<file path="src/sv/lwkd_pkg.sv">
`timescale 1ns / 1ps
// Shared types and constants for the longest-window block with a distinct-letter limit.
// Used by lwkd_ctrl, lwkd_dp and the top level longest_window_k_distinct. No dependencies.

package lwkd_pkg;

    // Default sizes of the string buffer and of the alphabet.
    localparam int MAX_LEN_DEF  = 1024;
    localparam int ALPHABET_DEF = 26;

    // Fixed port widths.
    localparam int LETTER_W = 5;
    localparam int STATUS_W = 2;
    localparam int START_W  = 10;
    localparam int LENGTH_W = 11;
    localparam int MAXD_W   = 5;

    // Configuration port.
    localparam int PADDR_W = 3;
    localparam int PDATA_W = 32;
    localparam logic [0:0] REG_MAX_DISTINCT = 1'b0;
    localparam logic [MAXD_W-1:0] MAXD_RESET = MAXD_W'(1);

    // Result status codes.
    typedef enum logic [STATUS_W-1:0] {
        ST_OK   = 2'd0,
        ST_FEW  = 2'd1,
        ST_LONG = 2'd2
    } t_status;

    // Commands from the controller to the datapath.
    typedef struct packed {
        logic take;    // an input transaction is accepted this cycle
        logic evict;   // drop the letter at the window start
        logic settle;  // window is valid: record it if it is the longest
        logic emit;    // load the result register and clear the string state
    } t_dp_cmd;

    // Status from the datapath to the controller.
    typedef struct packed {
        logic took;        // the offered letter is in range and fits the buffer
        logic must_evict;  // the window holds too many distinct letters
        logic out_free;    // the result register can take a new result
    } t_dp_stat;

endpackage

</file>
<file path="src/sv/lwkd_ctrl.sv">
`timescale 1ns / 1ps
// Controller state machine for the longest-window block.
// Depends on lwkd_pkg for the command and status structs.

module lwkd_ctrl (
    input  logic               i_clk,
    input  logic               i_rst_n,
    input  logic               i_in_valid,
    input  logic               i_last,
    input  lwkd_pkg::t_dp_stat i_stat,
    output lwkd_pkg::t_dp_cmd  o_cmd,
    output logic               o_in_stall
);
    import lwkd_pkg::*;

    typedef enum logic [2:0] {
        S_IDLE  = 3'b001,
        S_EVICT = 3'b010,
        S_EMIT  = 3'b100
    } t_state;

    t_state r_state, n_state;
    logic   r_last, n_last;

    // Next state and command decode.
    always_comb begin
        n_state = r_state;
        n_last  = r_last;
        o_cmd   = '0;
        case (r_state)
            S_IDLE: begin
                if (i_in_valid) begin
                    o_cmd.take = 1'b1;
                    n_last     = i_last;
                    if (i_stat.took) begin
                        n_state = S_EVICT;
                    end else if (i_last) begin
                        n_state = S_EMIT;
                    end
                end
            end
            S_EVICT: begin
                if (i_stat.must_evict) begin
                    o_cmd.evict = 1'b1;
                end else begin
                    o_cmd.settle = 1'b1;
                    n_state      = r_last ? S_EMIT : S_IDLE;
                end
            end
            S_EMIT: begin
                if (i_stat.out_free) begin
                    o_cmd.emit = 1'b1;
                    n_state    = S_IDLE;
                end
            end
            default: begin
                n_state = S_IDLE;
            end
        endcase
    end

    // Input is held off whenever an item is still being worked on.
    assign o_in_stall = (r_state != S_IDLE);

    // State registers.
    always_ff @(posedge i_clk) begin
        if (!i_rst_n) begin
            r_state <= S_IDLE;
            r_last  <= 1'b0;
        end else begin
            r_state <= n_state;
            r_last  <= n_last;
        end
    end

    // An eviction is only ever commanded while the datapath asks for one.
    a_evict_needed: assert property (@(posedge i_clk) disable iff (!i_rst_n)
        o_cmd.evict |-> i_stat.must_evict)
        else $error("eviction without an over-limit window");

    // A result is loaded only into a free result register.
    a_emit_free: assert property (@(posedge i_clk) disable iff (!i_rst_n)
        o_cmd.emit |-> i_stat.out_free)
        else $error("result loaded over a pending result");

    // After a taken letter the window is always settled before the next transaction.
    a_take_then_work: assert property (@(posedge i_clk) disable iff (!i_rst_n)
        (o_cmd.take && i_stat.took) |=> o_in_stall)
        else $error("input accepted before the window settled");

endmodule

</file>
<file path="config.mk">
export PLATFORM = sky130hd
export DESIGN_NAME = lwkd_ctrl
export DESIGN_NICKNAME = d
export VERILOG_FILES = /design/src/sv/lwkd_pkg.sv /design/src/sv/lwkd_ctrl.sv
export SDC_FILE = /design/constraint.sdc
export NUM_CORES = 1
export LEC_CHECK = 0
export ABC_CLOCK_PERIOD_IN_PS = 2620
export BUFFER_PORTS_ARGS = -buffer_cell sky130_fd_sc_hd__buf_2
export CORE_AREA = 3 3 40 42
export DETAILED_ROUTE_END_ITERATION = 16
export DIE_AREA = 0 0 43 45
export RECOVER_POWER = 50
export SLEW_MARGIN = 10
export SYNTH_ARGS = -nofsm -noshare
export SYNTH_HDL_FRONTEND = slang
export SYNTH_SLANG_ARGS = --single-unit
</file>
<file path="constraint.sdc">
create_clock -name i_clk -period 2.62 [get_ports i_clk]
set_clock_uncertainty 0.2 [all_clocks]
set_input_delay 0.131 -clock i_clk [delete_from_list [all_inputs] [get_ports i_clk]]
set_output_delay 0.131 -clock i_clk [all_outputs]
set_load 0.005 [all_outputs]
</file>
==> Word level (Yosys, flattened, before mapping) <==
Index checks and enable logic that the tools add are counted.
{ "totals": {"latchBits": 0, "mem_bits_ro": 0, "reg_bits": 4, "ram_bits": 0, "out_inout_bits": 5, "memories": 0, "in_bits": 7} }
{ "classes": {"n_eq_ne": 8, "mul": 0, "n_addsub": 0, "mux": 14, "shift": 0, "n_div": 0, "bitwise": 0, "magnitude_cmp": 0, "n_reduce_logical": 2} }
{ "op_table": {"columns": ["cell", "count"], "rows": [
  ["$mux 3", 6],
  ["$pmux 3 s3", 1],
  ["$mux 1", 6],
  ["$ne 2x2->1 const B", 3],
  ["$reduce_and 4->1", 1],
  ["$eq 3x1->1 const B", 1],
  ["$eq 3x2->1 const B", 1],
  ["$eq 3x3->1 const B", 1],
  ["$ne 3x1->1 const B", 1],
  ["$ne 3x3->1 const B", 1],
  ["$mux 2", 1],
  ["$reduce_and 2->1", 1]
]} }

==> Logic depth before layout (Yosys ltp) <==
{ "logic_depth": {"ltp_word": 4, "depth_mapped": 4, "ltp_nobuf": 3} }

==> Worst setup path after synthesis <==
OpenSTA, ideal clock, no wires.
{ "synth_timing": {"path_kind": "register to register", "startpoint": "reg r_state[0]", "endpoint": "reg r_state[2]", "t_required_ns": 2.362, "arrival_ns": 1.143, "synth_period_minus_slack_ns": 1.401, "setup_slack_ns": 1.219, "path_stages_with_launch": 5, "setup_ns": 0.058, "cell_sequence": "dfxtp_1 buf_4 or3b_1 a221oi_2 o21a_1"} }
{ "synth_via": {"elab_chain_cells": 3} }
{ "synth_rtl": {"columns": ["item", "line", "rtl"], "rows": [
  ["from (decl)", "lwkd_ctrl.sv:22", "t_state r_state, n_state;"],
  ["from (signal assigned)", "lwkd_ctrl.sv:71", "r_state <= n_state;"],
  ["$eq 3x1->1, or another cell as far along", "lwkd_ctrl.sv:30", "case (r_state)"],
  ["$ne 3x3->1 (no line) or $ne 2x2->1 (tied branches)", null, null],
  ["$reduce_and 4->1 (no line)", null, null]
]} }
Parallel ways exist; a longest one is shown, timed or not.
A chain may end at the register's enable or synchronous reset.

==> Worst setup path in the final report <==
{ "layout_timing": {"startpoint": "reg r_state[0]", "endpoint": "out o_in_stall"} }
{ "layout_via": {"elab_chain_cells": 1} }
{ "layout_rtl": {"columns": ["item", "line", "rtl"], "rows": [
  ["$ne 3x1->1", "lwkd_ctrl.sv:63", "assign o_in_stall = (r_state != S_IDLE);"],
  ["to (decl)", "lwkd_ctrl.sv:12", "output logic o_in_stall"]
]} }
Every way passes these cells.

==> reports/qor.csv <==
metric;value;unit
die footprint;1940;µm²
total routing resource utilization after global routing;7.91;%
hold path start;i_stat[0];
post-synthesis instance area;256;µm²
Yosys Warn Count;0;
portion of the post-synthesis area used by sequential elements;31.2;%
Iter 0 DRT Violations;4;
min Tclk post-route;1.68;ns
Core ar.;1280;µm²
share of cells above drive strength 1;34.1;%
count of distinct cell types in the synthesized netlist;20;
result of the run;finished clean;
post-synthesis average cell area;9.16;µm²
average detailed-routed wire length per instance;11.9;µm
remaining global-route overflow;0;
number of antenna-violating nets in the routed design;0;
worst reg2reg path depth;3;
number of DRC violations after detailed routing;0;
placed instance area;323;µm²
worst slew pin tran;0.412;ns
Reg2Reg Setup Slack;1.09;ns
power density of the placed cells;567;nW/µm²
buffer cell driving the clock tree root;sky130_fd_sc_hd__clkbuf_4;
area added between synthesis and finish;45.9;%
type of the tightest min-delay check;input port to flip-flop;
hold path endpoint;r_state[2];
number of hold-repair buffers added at the cts stage;3;
utilization after layout;29.1;%
Hold Crit Depth;3;
ports placed on the boundary;12;
post-synthesis instance total;28;
total negative slack;0;ns
cell count after placement;53;
Leakage;0.156;nW
Worst EP required;2.29;ns
number of buffers inserted during clock tree synthesis;3;
Setup CP Type;flip-flop to primary output;
fin cells;59;
clk_lat worst skew;0.24;ns
antenna diode instance count;0;
H-tree Lvls;1;
Crit path arrival time;1.35;ns
post-DR vias/cell;4.86;
unrepaired setup endpoints after global routing;false;
via count of the routed design;287;
Post-CTS Repair Setup Buffers;0;
initial antenna violation count;0;
kind of end point of the critical path;primary output;
Detailed Place HPWL;504;µm
final WL;704;µm
maximum number of pins on one net before global-route repair;11;
placer congestion estimate;0.690;
Worst R2R End;r_state[2];
critical-path maximum fanout;10;
number of I/O port buffers;11;
nets;53;
clock tree from TritonCTS;yes;
max-capacitance violation count;0;
die boundary height;45;µm
clock slew seen by the registers of the worst setup and hold paths;0.04;ns
Non-Filler Cell Area, Final;374;µm²
horizontal extent of the die;43;µm
Row Count;13;
maximum clock frequency;596;MHz
initial core utilization;20.0;%
CTS sink count;4;
number of nets in the synthesized netlist;35;
Period Utilization, post-route;64.1;%
CTS Buffer Depth;2;
number of slew-limit violations in the final report;0;
category of the worst setup path launch point;flip-flop;
first-pass GRT wire length;1120;µm
register bit count reported by yosys;4;
final hold violation count;0;
count of cells resized by post-cts repair;0;
overall power;212;µW
worst reg2reg path startpoint;r_state[0];
via count of the first global-routing pass;277;
setup violators final;0;
worst slew margin relative to its limit;72.5;%
worst IR drop on VDD;0.187;mV
Pre-Repair DR Iteration Count;4;
==> critical path, stage by stage, from the launching register on <==
cell and delay [ns]:
sky130_fd_sc_hd__dfxtp_1 0.48, sky130_fd_sc_hd__nor3b_1 0.42, sky130_fd_sc_hd__inv_1 0.08, sky130_fd_sc_hd__buf_2 0.14
==> Yosys cell counts <==
cell type	n	area share (%)
sky130_fd_sc_hd__buf_4	1	2.9
sky130_fd_sc_hd__and4bb_1	1	4.9
sky130_fd_sc_hd__nand2_1	1	1.5
sky130_fd_sc_hd__nand4bb_1	1	4.4
sky130_fd_sc_hd__or3b_1	1	3.4
sky130_fd_sc_hd__a221oi_2	1	5.9
sky130_fd_sc_hd__nor2_1	1	1.5
sky130_fd_sc_hd__a21oi_1	1	1.9
sky130_fd_sc_hd__nand2b_1	2	4.9
sky130_fd_sc_hd__o21ai_0	2	3.9
sky130_fd_sc_hd__o21a_1	1	2.9
sky130_fd_sc_hd__nor2b_1	2	4.9
sky130_fd_sc_hd__o22ai_1	1	2.4
sky130_fd_sc_hd__and4bb_2	1	4.9
sky130_fd_sc_hd__nor3b_1	2	5.9
sky130_fd_sc_hd__mux2i_1	1	3.9
sky130_fd_sc_hd__dfxtp_1	4	31
sky130_fd_sc_hd__nor3_1	2	3.9
sky130_fd_sc_hd__o2111ai_1	1	3.4
sky130_fd_sc_hd__inv_1	1	1.5
==> how the worst max path moves through the flow <==
stage               startpoint          to  slack, ns  cells past startpoint
global placement    r_state[0]  r_state[2]       1.16                      3
CTS                 r_state[0]  o_in_stall       0.96                      3
detailed placement  r_state[0]  r_state[2]       1.12                      3
global route        r_state[0]  o_in_stall       0.80                      3
floorplan           r_state[0]  r_state[2]       1.22                      4
finish              r_state[0]  o_in_stall       0.94                      3
==> power breakdown <==
part,switching (mW),leakage (nW),internal [mW],total [mW]
Sequential,0.0122,0.0329,0.0680,0.0802
Clock,0.0274,0.0138,0.0514,0.0787
Combinational,0.0229,0.109,0.0302,0.0532
==> sequential cells by signal (all words and copies together), names as in the netlist <==
signal	cells
r_last	1
r_state	3
==> area by class of cell <==
type,count,area (µm²)
clock buffers,3,22.5
inverters,1,3.75
flip-flops and latches,4,80.1
fillers,144,911
repair buffers,14,83.8
well taps,15,18.8
multi-input cells,22,165
==> metal layers <==
| metal | track usage (%) | wire (µm) | up-vias |
|---|---|---|---|
| li1 | - | - | 140 |
| met3 | 3.59 | 51 | 2 |
| met1 | 9.88 | 371 | 132 |
| met2 | 11.7 | 276 | 13 |
| met5 | 0 | 0 | - |
| met4 | 3.61 | 5 | 0 |
==> cell families after synthesis <==
| group | count (synthesis) | share of synthesized area (%) |
|---|---|---|
| compound gates | 7 | 20.5 |
| buf+inv | 2 | 4.39 |
| flops | 4 | 31.2 |
| mux | 1 | 3.90 |
| simple gates | 14 | 40.0 |
==> through the flow <==
step           hold slack, ns  setup WS, ns
2_1_floorplan          0.0256          1.22
3_3_place_gp            0.166          1.16
3_5_place_dp            0.185          1.12
4_1_cts                0.0477         0.957
5_1_grt                0.0590         0.801
6_report               0.0546         0.942
==> placed cells by master, fill, tap and decap left out <==
cell type                       instances
sky130_fd_sc_hd__or3b_1                 1
sky130_fd_sc_hd__nor2b_1                2
sky130_fd_sc_hd__dfxtp_1                4
sky130_fd_sc_hd__o22ai_1                1
sky130_fd_sc_hd__and4bb_2               1
sky130_fd_sc_hd__dlygate4sd3_1          3
sky130_fd_sc_hd__clkbuf_1               1
sky130_fd_sc_hd__nand2b_1               2
sky130_fd_sc_hd__nor2_1                 1
sky130_fd_sc_hd__o21ai_0                2
sky130_fd_sc_hd__nor3b_1                2
sky130_fd_sc_hd__and4bb_1               1
sky130_fd_sc_hd__nand2_1                1
sky130_fd_sc_hd__o2111ai_1              1
sky130_fd_sc_hd__nor3_1                 2
sky130_fd_sc_hd__a21oi_1                1
sky130_fd_sc_hd__buf_2                 10
sky130_fd_sc_hd__nand4bb_1              1
sky130_fd_sc_hd__inv_1                  1
sky130_fd_sc_hd__clkbuf_4               3
sky130_fd_sc_hd__mux2i_1                1
sky130_fd_sc_hd__o21a_1                 1
sky130_fd_sc_hd__a221oi_2               1
No activity file was read; power rests on OpenSTA's default activity.
